[config.mk]
export PLATFORM = sky130hd
export DESIGN_NAME = lidar_obstacle_midpoint_unit_flat
export DESIGN_NICKNAME = d
export VERILOG_FILES = /design/src/design/lomu_pkg.sv /design/src/design/lomu_chan_if.sv /design/src/design/lidar_obstacle_midpoint_unit.sv /design/src/design/lomu_csr.sv /design/src/design/lomu_yeval.sv /design/src/flat_wrapper.sv
export SDC_FILE = /design/constraint.sdc
export NUM_CORES = 1
export LEC_CHECK = 0
export ABC_AREA = 1
export ABC_CLOCK_PERIOD_IN_PS = 8500
export BUFFER_PORTS_ARGS = -buffer_cell sky130_fd_sc_hd__buf_2
export CAP_MARGIN = 5
export CELL_PAD_IN_SITES_DETAIL_PLACEMENT = 0
export CELL_PAD_IN_SITES_GLOBAL_PLACEMENT = 1
export CORE_MARGIN = 3
export CORE_UTILIZATION = 47
export CTS_CLUSTER_DIAMETER = 120
export DETAILED_ROUTE_END_ITERATION = 6
export HOLD_SLACK_MARGIN = 0.05
export PLACE_DENSITY = 0.9
export SLEW_MARGIN = 20
export SYNTH_ARGS = -nofsm -noshare
export SYNTH_HDL_FRONTEND = slang
export SYNTH_HIERARCHICAL = 1
export SYNTH_SLANG_ARGS = --single-unit
[constraint.sdc]
create_clock -name clock -period 8.5 [get_ports clock]
set_input_delay 1.275 -clock clock [delete_from_list [all_inputs] [get_ports clock]]
set_output_delay 1.275 -clock clock [all_outputs]
set_load 0.01 [all_outputs]
[src/design/lomu_pkg.sv]
`timescale 1ns / 1ps

package lomu_pkg;

   // Payload widths
   localparam int RANGE_W = 16;
   localparam int IDX_W   = 10;
   localparam int MID_W   = 17;
   localparam int COUNT_W = 10;
   localparam int ANGLE_W = 16;
   localparam int PROD_W  = 32;

   // Scan length; indexes are taken modulo this
   localparam int SCAN_POINTS = 1024;

   // Saturation point of the run counter
   localparam logic [COUNT_W-1:0] RUNS_MAX = '1;

   // Q14 sine approximation constants
   localparam int FRAC_W = 14;
   localparam logic [15:0] Q14_ONE = 16'd16384;
   localparam logic [15:0] SIN_C1  = 16'd1160;
   localparam logic [15:0] SIN_C2  = 16'd10512;
   localparam logic [15:0] SIN_C3  = 16'd25736;

   // Register reset values
   localparam logic [15:0] NEAR_THRESHOLD_RESET = 16'd600;
   localparam logic [15:0] START_ANGLE_RESET    = 16'd0;
   localparam logic [15:0] ANGLE_STEP_RESET     = 16'd182;

   // APB address and data
   localparam int PADDR_W = 4;
   localparam int PDATA_W = 32;

   typedef enum logic [1:0] {
      REG_NEAR_THRESHOLD = 2'd0,
      REG_START_ANGLE    = 2'd1,
      REG_ANGLE_STEP     = 2'd2
   } reg_index_type;

   typedef struct packed {
      logic [RANGE_W-1:0] near_threshold_mm;
      logic [ANGLE_W-1:0] start_angle;
      logic [ANGLE_W-1:0] angle_step;
   } cfg_type;

   // Request from the window tracker to the y evaluator
   typedef struct packed {
      logic               start;
      logic [RANGE_W-1:0] range_mm;
      logic [IDX_W-1:0]   scan_index;
   } y_req_type;

   // Result from the y evaluator
   typedef struct packed {
      logic                    done;
      logic signed [MID_W-1:0] y;
   } y_rsp_type;

   typedef enum logic [3:0] {
      Y_IDLE,
      Y_ANG,
      Y_Z,
      Y_ZZ,
      Y_T1,
      Y_T2,
      Y_S,
      Y_Y,
      Y_FIN
   } y_state_type;

   typedef enum logic [1:0] {
      CTL_IDLE,
      CTL_CALC,
      CTL_EMIT
   } ctl_state_type;

endpackage

[src/design/lomu_chan_if.sv]
`timescale 1ns / 1ps

// Sample channel
interface lomu_req_if import lomu_pkg::*; ();
   logic               valid;
   logic               ready;
   logic [RANGE_W-1:0] range_mm;
   logic [IDX_W-1:0]   scan_index;
   logic               window_last;

   modport source (output valid, range_mm, scan_index, window_last, input ready);
   modport sink   (input valid, range_mm, scan_index, window_last, output ready);
endinterface

// Result channel
interface lomu_rsp_if import lomu_pkg::*; ();
   logic                    valid;
   logic                    ready;
   logic signed [MID_W-1:0] midpoint_mm;
   logic                    obstacle_found;
   logic [COUNT_W-1:0]      run_count;

   modport source (output valid, midpoint_mm, obstacle_found, run_count, input ready);
   modport sink   (input valid, midpoint_mm, obstacle_found, run_count, output ready);
endinterface

[src/design/lidar_obstacle_midpoint_unit.sv]
`timescale 1ns / 1ps

// Channel   Direction  Transfer when          Carries
// req_chan  in         valid && ready         range_mm, scan_index, window_last
// rsp_chan  out        valid && ready         midpoint_mm, obstacle_found, run_count
// APB       in         psel&penable&pwrite    near_threshold_mm, start_angle, angle_step
//
// A sample that needs no sine is taken with the controller staying idle. One
// that opens the first run or closes a run waits while y runs through eight
// sequencer states, six of them passes through its single multiplier, before y
// is handed back. A window's last sample then loads the result register. Reset
// is synchronous and clears all window state. The input stays ready while a
// result waits; a new result waits for the old.
module lidar_obstacle_midpoint_unit import lomu_pkg::*; (
   input  logic               clock,
   input  logic               reset,
   lomu_req_if.sink           req_chan,
   lomu_rsp_if.source         rsp_chan,
   input  logic               psel,
   input  logic               penable,
   input  logic               pwrite,
   input  logic [PADDR_W-1:0] paddr,
   input  logic [PDATA_W-1:0] pwdata,
   output logic [PDATA_W-1:0] prdata,
   output logic               pready
);

   cfg_type   cfg;
   y_req_type y_req;
   y_rsp_type y_rsp;

   ctl_state_type state_ff, state_in;

   logic                    in_run_ff, in_run_in;
   logic [COUNT_W-1:0]      runs_ff, runs_in;
   logic signed [MID_W-1:0] first_ff, first_in;
   logic signed [MID_W-1:0] last_y_ff, last_y_in;
   logic [RANGE_W-1:0]      prev_range_ff, prev_range_in;
   logic [IDX_W-1:0]        prev_idx_ff, prev_idx_in;
   logic                    dst_first_ff, dst_first_in;
   logic                    dst_last_ff, dst_last_in;
   logic                    win_end_ff, win_end_in;

   logic                    rsp_valid_ff, rsp_valid_in;
   logic signed [MID_W-1:0] mid_ff, mid_in;
   logic                    found_ff, found_in;
   logic [COUNT_W-1:0]      count_ff, count_in;

   logic                    accept;
   logic [IDX_W-1:0]        cur_idx;
   logic                    near;
   logic                    open_run;
   logic                    close_prev;
   logic                    need_first;
   logic                    need_last_cur;
   logic signed [MID_W:0]   y_sum;

   lomu_csr u_csr (
      .clock   (clock),
      .reset   (reset),
      .psel    (psel),
      .penable (penable),
      .pwrite  (pwrite),
      .paddr   (paddr),
      .pwdata  (pwdata),
      .prdata  (prdata),
      .pready  (pready),
      .cfg     (cfg)
   );

   lomu_yeval u_yeval (
      .clock (clock),
      .reset (reset),
      .cfg   (cfg),
      .req   (y_req),
      .rsp   (y_rsp)
   );

   assign req_chan.ready = (state_ff == CTL_IDLE);
   assign accept         = req_chan.valid && req_chan.ready;

   // Run detection on the offered sample
   assign cur_idx       = IDX_W'(req_chan.scan_index % SCAN_POINTS);
   assign near          = req_chan.range_mm < cfg.near_threshold_mm;
   assign open_run      = near && !in_run_ff;
   assign close_prev    = !near && in_run_ff;
   assign need_first    = open_run && (runs_ff == '0);
   assign need_last_cur = req_chan.window_last && near;

   // A run closing on the previous sample and a sine on this one never coincide
   assign y_req.start      = accept && (close_prev || need_first || need_last_cur);
   assign y_req.range_mm   = close_prev ? prev_range_ff : req_chan.range_mm;
   assign y_req.scan_index = close_prev ? prev_idx_ff : cur_idx;

   // Midpoint, floor of the half sum
   assign y_sum = (MID_W+1)'(first_ff) + (MID_W+1)'(last_y_ff);

   assign rsp_chan.valid          = rsp_valid_ff;
   assign rsp_chan.midpoint_mm    = mid_ff;
   assign rsp_chan.obstacle_found = found_ff;
   assign rsp_chan.run_count      = count_ff;

   // Window control
   always_comb begin
      state_in      = state_ff;
      in_run_in     = in_run_ff;
      runs_in       = runs_ff;
      first_in      = first_ff;
      last_y_in     = last_y_ff;
      prev_range_in = prev_range_ff;
      prev_idx_in   = prev_idx_ff;
      dst_first_in  = dst_first_ff;
      dst_last_in   = dst_last_ff;
      win_end_in    = win_end_ff;
      rsp_valid_in  = rsp_valid_ff && !rsp_chan.ready;
      mid_in        = mid_ff;
      found_in      = found_ff;
      count_in      = count_ff;
      case (state_ff)
         CTL_IDLE: begin
            if (accept) begin
               prev_range_in = req_chan.range_mm;
               prev_idx_in   = cur_idx;
               in_run_in     = near;
               if (open_run && (runs_ff != RUNS_MAX)) begin
                  runs_in = runs_ff + 1'b1;
               end
               dst_first_in = !close_prev && need_first;
               dst_last_in  = close_prev || need_last_cur;
               win_end_in   = req_chan.window_last;
               if (y_req.start) begin
                  state_in = CTL_CALC;
               end else if (req_chan.window_last) begin
                  state_in = CTL_EMIT;
               end
            end
         end
         CTL_CALC: begin
            if (y_rsp.done) begin
               if (dst_first_ff) begin
                  first_in = y_rsp.y;
               end
               if (dst_last_ff) begin
                  last_y_in = y_rsp.y;
               end
               state_in = win_end_ff ? CTL_EMIT : CTL_IDLE;
            end
         end
         CTL_EMIT: begin
            // Load the result once the output register is free, then clear
            if (!rsp_valid_ff || rsp_chan.ready) begin
               rsp_valid_in  = 1'b1;
               found_in      = (runs_ff != '0);
               mid_in        = (runs_ff != '0) ? MID_W'(y_sum >>> 1) : '0;
               count_in      = runs_ff;
               in_run_in     = 1'b0;
               runs_in       = '0;
               first_in      = '0;
               last_y_in     = '0;
               prev_range_in = '0;
               prev_idx_in   = '0;
               state_in      = CTL_IDLE;
            end
         end
         default: state_in = CTL_IDLE;
      endcase
   end

   always_ff @(posedge clock) begin
      if (reset) begin
         state_ff      <= CTL_IDLE;
         in_run_ff     <= 1'b0;
         runs_ff       <= '0;
         first_ff      <= '0;
         last_y_ff     <= '0;
         prev_range_ff <= '0;
         prev_idx_ff   <= '0;
         rsp_valid_ff  <= 1'b0;
      end else begin
         state_ff      <= state_in;
         in_run_ff     <= in_run_in;
         runs_ff       <= runs_in;
         first_ff      <= first_in;
         last_y_ff     <= last_y_in;
         prev_range_ff <= prev_range_in;
         prev_idx_ff   <= prev_idx_in;
         rsp_valid_ff  <= rsp_valid_in;
      end
   end

   // Per-item routing and result payload
   always_ff @(posedge clock) begin
      dst_first_ff <= dst_first_in;
      dst_last_ff  <= dst_last_in;
      win_end_ff   <= win_end_in;
      mid_ff       <= mid_in;
      found_ff     <= found_in;
      count_ff     <= count_in;
   end

endmodule

[src/design/lomu_csr.sv]
`timescale 1ns / 1ps

module lomu_csr import lomu_pkg::*; (
   input  logic               clock,
   input  logic               reset,
   input  logic               psel,
   input  logic               penable,
   input  logic               pwrite,
   input  logic [PADDR_W-1:0] paddr,
   input  logic [PDATA_W-1:0] pwdata,
   output logic [PDATA_W-1:0] prdata,
   output logic               pready,
   output cfg_type            cfg
);

   cfg_type       cfg_ff;
   cfg_type       cfg_in;
   reg_index_type reg_sel;
   logic          wr_en;

   assign reg_sel = reg_index_type'(paddr[3:2]);
   assign wr_en   = psel && penable && pwrite;
   assign pready  = 1'b1;
   assign cfg     = cfg_ff;

   // Register write decode; unknown indexes are dropped
   always_comb begin
      cfg_in = cfg_ff;
      if (wr_en) begin
         case (reg_sel)
            REG_NEAR_THRESHOLD: cfg_in.near_threshold_mm = pwdata[RANGE_W-1:0];
            REG_START_ANGLE:    cfg_in.start_angle       = pwdata[ANGLE_W-1:0];
            REG_ANGLE_STEP:     cfg_in.angle_step        = pwdata[ANGLE_W-1:0];
            default:            cfg_in                   = cfg_ff;
         endcase
      end
   end

   always_ff @(posedge clock) begin
      if (reset) begin
         cfg_ff.near_threshold_mm <= NEAR_THRESHOLD_RESET;
         cfg_ff.start_angle       <= START_ANGLE_RESET;
         cfg_ff.angle_step        <= ANGLE_STEP_RESET;
      end else begin
         cfg_ff <= cfg_in;
      end
   end

   // Read mux
   always_comb begin
      case (reg_sel)
         REG_NEAR_THRESHOLD: prdata = PDATA_W'(cfg_ff.near_threshold_mm);
         REG_START_ANGLE:    prdata = PDATA_W'(cfg_ff.start_angle);
         REG_ANGLE_STEP:     prdata = PDATA_W'(cfg_ff.angle_step);
         default:            prdata = '0;
      endcase
   end

endmodule

[src/design/lomu_yeval.sv]
`timescale 1ns / 1ps

// y = range * sin(start_angle + angle_step * index), one shared 16x16 multiplier
// stepped by a small sequencer; the product is registered after every pass.
module lomu_yeval import lomu_pkg::*; (
   input  logic      clock,
   input  logic      reset,
   input  cfg_type   cfg,
   input  y_req_type req,
   output y_rsp_type rsp
);

   y_state_type state_ff, state_in;

   logic [RANGE_W-1:0]      range_ff, range_in;
   logic [IDX_W-1:0]        idx_ff, idx_in;
   logic [PROD_W-1:0]       prod_ff, prod_in;
   logic [1:0]              quad_ff, quad_in;
   logic [14:0]             z_ff, z_in;
   logic [14:0]             z2_ff, z2_in;
   logic signed [MID_W-1:0] y_ff, y_in;
   logic                    done_ff, done_in;

   logic [15:0]        op_a;
   logic [15:0]        op_b;
   logic [ANGLE_W-1:0] angle;
   logic [15:0]        prod_q;
   logic [15:0]        t_val;
   logic [15:0]        s_val;

   // Shared multiplier
   assign prod_in = op_a * op_b;

   // Last product shifted right by FRAC_W bits, back to Q14 scale
   assign prod_q = prod_ff[FRAC_W +: 16];

   assign rsp.done = done_ff;
   assign rsp.y    = y_ff;

   // Sequencer and operand selection
   always_comb begin
      state_in = state_ff;
      range_in = range_ff;
      idx_in   = idx_ff;
      quad_in  = quad_ff;
      z_in     = z_ff;
      z2_in    = z2_ff;
      y_in     = y_ff;
      done_in  = 1'b0;
      op_a     = '0;
      op_b     = '0;
      angle    = cfg.start_angle + prod_ff[ANGLE_W-1:0];
      t_val    = '0;
      s_val    = '0;
      case (state_ff)
         Y_IDLE: begin
            if (req.start) begin
               range_in = req.range_mm;
               idx_in   = req.scan_index;
               state_in = Y_ANG;
            end
         end
         Y_ANG: begin
            op_a     = cfg.angle_step;
            op_b     = 16'(idx_ff);
            state_in = Y_Z;
         end
         Y_Z: begin
            // Fold the angle into the first quadrant
            quad_in = angle[15:14];
            if (angle[14]) begin
               z_in = 15'(Q14_ONE) - {1'b0, angle[13:0]};
            end else begin
               z_in = {1'b0, angle[13:0]};
            end
            state_in = Y_ZZ;
         end
         Y_ZZ: begin
            op_a     = 16'(z_ff);
            op_b     = 16'(z_ff);
            state_in = Y_T1;
         end
         Y_T1: begin
            z2_in    = prod_ff[FRAC_W +: 15];
            op_a     = SIN_C1;
            op_b     = 16'(prod_ff[FRAC_W +: 15]);
            state_in = Y_T2;
         end
         Y_T2: begin
            t_val    = SIN_C2 - prod_q;
            op_a     = t_val;
            op_b     = 16'(z2_ff);
            state_in = Y_S;
         end
         Y_S: begin
            t_val    = SIN_C3 - prod_q;
            op_a     = t_val;
            op_b     = 16'(z_ff);
            state_in = Y_Y;
         end
         Y_Y: begin
            // Clamp the sine magnitude to one
            s_val    = (prod_q > Q14_ONE) ? Q14_ONE : prod_q;
            op_a     = range_ff;
            op_b     = s_val;
            state_in = Y_FIN;
         end
         Y_FIN: begin
            if (quad_ff[1]) begin
               y_in = -$signed({1'b0, prod_q});
            end else begin
               y_in = $signed({1'b0, prod_q});
            end
            done_in  = 1'b1;
            state_in = Y_IDLE;
         end
         default: state_in = Y_IDLE;
      endcase
   end

   always_ff @(posedge clock) begin
      if (reset) begin
         state_ff <= Y_IDLE;
         done_ff  <= 1'b0;
      end else begin
         state_ff <= state_in;
         done_ff  <= done_in;
      end
   end

   // Datapath registers
   always_ff @(posedge clock) begin
      range_ff <= range_in;
      idx_ff   <= idx_in;
      prod_ff  <= prod_in;
      quad_ff  <= quad_in;
      z_ff     <= z_in;
      z2_ff    <= z2_in;
      y_ff     <= y_in;
   end

endmodule

[src/flat_wrapper.sv]
// flat-port wrapper written by rule: the top's interface ports become plain ports
module lidar_obstacle_midpoint_unit_flat import lomu_pkg::*;
  (clock, reset, psel, penable, pwrite, paddr, pwdata, prdata, pready, req_chan_valid, req_chan_range_mm, req_chan_scan_index, req_chan_window_last, req_chan_ready, rsp_chan_valid, rsp_chan_midpoint_mm, rsp_chan_obstacle_found, rsp_chan_run_count, rsp_chan_ready);
  lomu_req_if req_chan_i ();
  lomu_rsp_if rsp_chan_i ();
  input  logic clock;
  input  logic reset;
  input  logic psel;
  input  logic penable;
  input  logic pwrite;
  input  logic [PADDR_W-1:0] paddr;
  input  logic [PDATA_W-1:0] pwdata;
  output logic [PDATA_W-1:0] prdata;
  output logic pready;
  input wire logic [$bits(req_chan_i.valid)-1:0] req_chan_valid;
  input wire logic [$bits(req_chan_i.range_mm)-1:0] req_chan_range_mm;
  input wire logic [$bits(req_chan_i.scan_index)-1:0] req_chan_scan_index;
  input wire logic [$bits(req_chan_i.window_last)-1:0] req_chan_window_last;
  output wire logic [$bits(req_chan_i.ready)-1:0] req_chan_ready;
  output wire logic [$bits(rsp_chan_i.valid)-1:0] rsp_chan_valid;
  output wire logic [$bits(rsp_chan_i.midpoint_mm)-1:0] rsp_chan_midpoint_mm;
  output wire logic [$bits(rsp_chan_i.obstacle_found)-1:0] rsp_chan_obstacle_found;
  output wire logic [$bits(rsp_chan_i.run_count)-1:0] rsp_chan_run_count;
  input wire logic [$bits(rsp_chan_i.ready)-1:0] rsp_chan_ready;
  assign req_chan_i.valid = req_chan_valid;
  assign req_chan_i.range_mm = req_chan_range_mm;
  assign req_chan_i.scan_index = req_chan_scan_index;
  assign req_chan_i.window_last = req_chan_window_last;
  assign req_chan_ready = req_chan_i.ready;
  assign rsp_chan_valid = rsp_chan_i.valid;
  assign rsp_chan_midpoint_mm = rsp_chan_i.midpoint_mm;
  assign rsp_chan_obstacle_found = rsp_chan_i.obstacle_found;
  assign rsp_chan_run_count = rsp_chan_i.run_count;
  assign rsp_chan_i.ready = rsp_chan_ready;
  lidar_obstacle_midpoint_unit u_core (.clock(clock), .reset(reset), .req_chan(req_chan_i), .rsp_chan(rsp_chan_i), .psel(psel), .penable(penable), .pwrite(pwrite), .paddr(paddr), .pwdata(pwdata), .prdata(prdata), .pready(pready));
endmodule
==> flow_metrics.tcl <==
set metrics [dict create \
    status "complete, no violations" \
    worst_clock_skew_ps 19.29 \
    postSynthCellCount 2972 \
    cts_buffer_depth 3 \
    synth_edf_count 105 \
    cpMostUsedCell "nand2_1" \
    synth_seq_cells 262 \
    crit_buf_inv 8 \
    post_dp_cell_area_um2 23940 \
    reg2reg_from "u_core/u_yeval/state_ff[2]" \
    ff_latch_area_um2 6296 \
    multiInputGateArea_um2 13840 \
    grt_pass1_wl_um 98930 \
    areaGrowthSynthToFinish_pct 7.830 \
    cts_made_buffers 28 \
    rsz0062_at_grt "no" \
    nets 3466 \
    fmax_ghz 0.1245 \
    drt_pass1_iterations 5 \
    cts_setup_buffers 0 \
    hold_class "register to register" \
    dp_hpwl_um 48590 \
    fill_cells 4672 \
    min_from "u_core/last_y_ff[5]" \
    final_common_cell "nand2_1" \
    wl_um 61760 \
    fin_cells 3688 \
    max_cap_viol_count 0 \
    viasPerCell 5.165 \
    wl_per_cell_um 16.75 \
    clk_pin_slew_ps 60 \
    gp_congestion 0.9249 \
    coreArea_um2 48050 \
    drtIter0Drc 1303 \
    ys_seq_area_share_pct 27.32 \
    fin_setup_tns_ps 0 \
    syn_area_um2 23040 \
    grt_start_max_net_pins 55 \
    dieWidth_um 227.4 \
    post-route-cell-area_um2 24850 \
    final_util_pct 51.72 \
    syn_area_per_cell_um2 7.753 \
    postRouteAntennaNets 0 \
    cts-root-buf "clkbuf_16" \
    die_h_um 227.4 \
    p_leak_nw 12.64 \
    dieArea_um2 51720 \
    remaining_drc_errors 0 \
    ir_drop_v 0.0001343 \
    hold_violations 0 \
    top_level_ports 133 \
    holdPathStages 2 \
    crit_cells 37 \
    critPathMaxFanout 12 \
    cp_top_family "adder cells" \
    dp_slack_ps 702.8 \
    slowest_delay_ps 520 \
    slew_violations 0 \
    synth_ff_type "dfxtp_1" \
    synthDistinctLibCells 60 \
    hold_slack_ps 449.9 \
    total_power_mw 3.871 \
    cp.arrival_ps 8470 \
    htree_levels 1 \
    path_class "register to register" \
    overflow 0 \
    crit_required_ps 8940 \
    place_inst 3636 \
    antenna_found_initial 0 \
    cts_tree "built" \
    tightest_slew_ps 955.8 \
    ys_warn_count 6 \
    drive_gt1_share_pct 10.09 \
    reg2reg_depth 37 \
    cp-start-kind "register" \
    clock-sinks 262 \
    grt_pass1_vias 18678 \
    fp-row-count 80 \
    post-route-min-period_ps 8035 \
    power_density_nw_per_um2 155.8 \
    slew_headroom_pct 36.21 \
    post-route-worst-setup-slack_ps 465.4 \
    insertion_delay_ps 560 \
    dr_total_vias 19047 \
    numPortBuffers 97 \
    grt.total_usage_pct 24.17 \
    startpoint "u_core/u_yeval/state_ff[2]" \
    async_flop_share_pct 0 \
    antenna_cells 0 \
    initial_utilization_pct 47.96 \
    min_period_over_period_pct 94.52 \
    layout_common_cells "705 x nand2_1, 597 x inv_1, 217 x nor2_1, 195 x fa_1, 161 x a21oi_1" \
    crit_path_end_kind "register" \
    finalSetupViolCount 0 \
    worst_path_max_delay_cell "fa_1" \
]
## Yosys cell counts, types with 6 or more instances
library cell	number	area share (%)
nand2_1	706	12
inv_1	597	9.7
nor2_1	218	3.6
fa_1	195	17
a21oi_1	161	3.5
dfxtp_1	157	14
ha_1	150	8.1
nand3_1	142	3.1
o21ai_0	130	2.8
edfxtp_1	105	14
xor2_1	41	1.6
buf_4	34	1.1
buf_2	30	0.65
or2_2	28	0.76
inv_2	24	0.39
nand4_1	24	0.65
nor3_1	20	0.43
clkbuf_1	19	0.31
nand2_2	19	0.52
buf_6	18	0.88
xnor2_1	15	0.57
nand3_2	14	0.61
nor2_2	13	0.35
o21ai_1	10	0.22
nand4_4	7	0.65
nor2_4	7	0.34
a22o_1	6	0.23
nor4_1	6	0.16
## sequential cells by signal, indices dropped and copies added (netlist names), 4 cells and up
register / count
u_core/first_ff: 17
u_core/last_y_ff: 17
u_core/prev_idx_ff: 10
u_core/prev_range_ff: 16
u_core/rsp_chan.midpoint_mm: 17
u_core/rsp_chan.run_count: 10
u_core/runs_ff: 10
u_core/u_csr/cfg: 48
u_core/u_yeval/idx_ff: 10
u_core/u_yeval/prod_ff: 30
u_core/u_yeval/range_ff: 16
u_core/u_yeval/state_ff: 4
u_core/u_yeval/y_ff: 17
u_core/u_yeval/z2_ff: 15
u_core/u_yeval/z_ff: 15
## logic make-up (layout without fill, tap and decap cells)
kind of cell             Yosys count  count (layout)  share of synthesized area, %
AND/OR/NAND/NOR                 1219            1219                         23.29
buffers and inverters            727             801                         13.15
AO/OA/AOI/OAI                    358             358                         8.894
adder cells (fa/ha/maj)          345             345                         25.09
flip-flops                       262             262                         27.32
XOR/XNOR                          57              57                         2.199
other                              4              31                       0.06514
## layout make-up
cell class	instances	area share [%]
Multi-Input combinational cell	2010	55.69
Sequential cell	262	25.34
Inverter	621	9.381
Clock buffer	43	3.293
Tap cell	615	3.097
Timing Repair Buffer	128	2.890
Clock inverter	9	0.3122
## report_power, final
part           internal [mW]  switching [mW]  leakage (nW)
Clock                  0.692           0.504         0.439
Combinational          0.330           0.765          9.95
Sequential              1.49          0.0850          2.25
Total                   2.52            1.35          12.6
## repair_timing
action | in CTS | in global routing
hold buffers | 0 | 0
resized for setup | 0 | 1
setup endpoints to repair | 0 | 3
hold endpoints to repair | 0 | 0
## worst register-to-register path: cells and delay by family, from the launching register on
kind	cells	cell delay (ps)
AO/OA/AOI/OAI	5	1110
XOR/XNOR	1	150
adder cells (fa/ha/maj)	8	3710
buffers and inverters	8	560
flip-flops	1	410
AND/OR/NAND/NOR	15	1990
## path summary, 6_finish.rpt
check / to / slack (ps)
worst max-delay path: u_core/u_yeval/prod_ff[25] / 470
worst min-delay path: u_core/last_y_ff[5] / 450
worst max register to register: u_core/u_yeval/prod_ff[25] / 470
worst min register to register: u_core/last_y_ff[5] / 450
## per-layer routing
layer / track usage [%] / share of wire, % / up-vias
li1: - / - / 9304
met2: 40.57 / 47 / 585
met5: 0 / 0 / -
met4: 7.530 / 3.4 / 0
met3: 3.327 / 5.8 / 126
met1: 32.60 / 44 / 9032
Power figures use the tool's default switching activity.
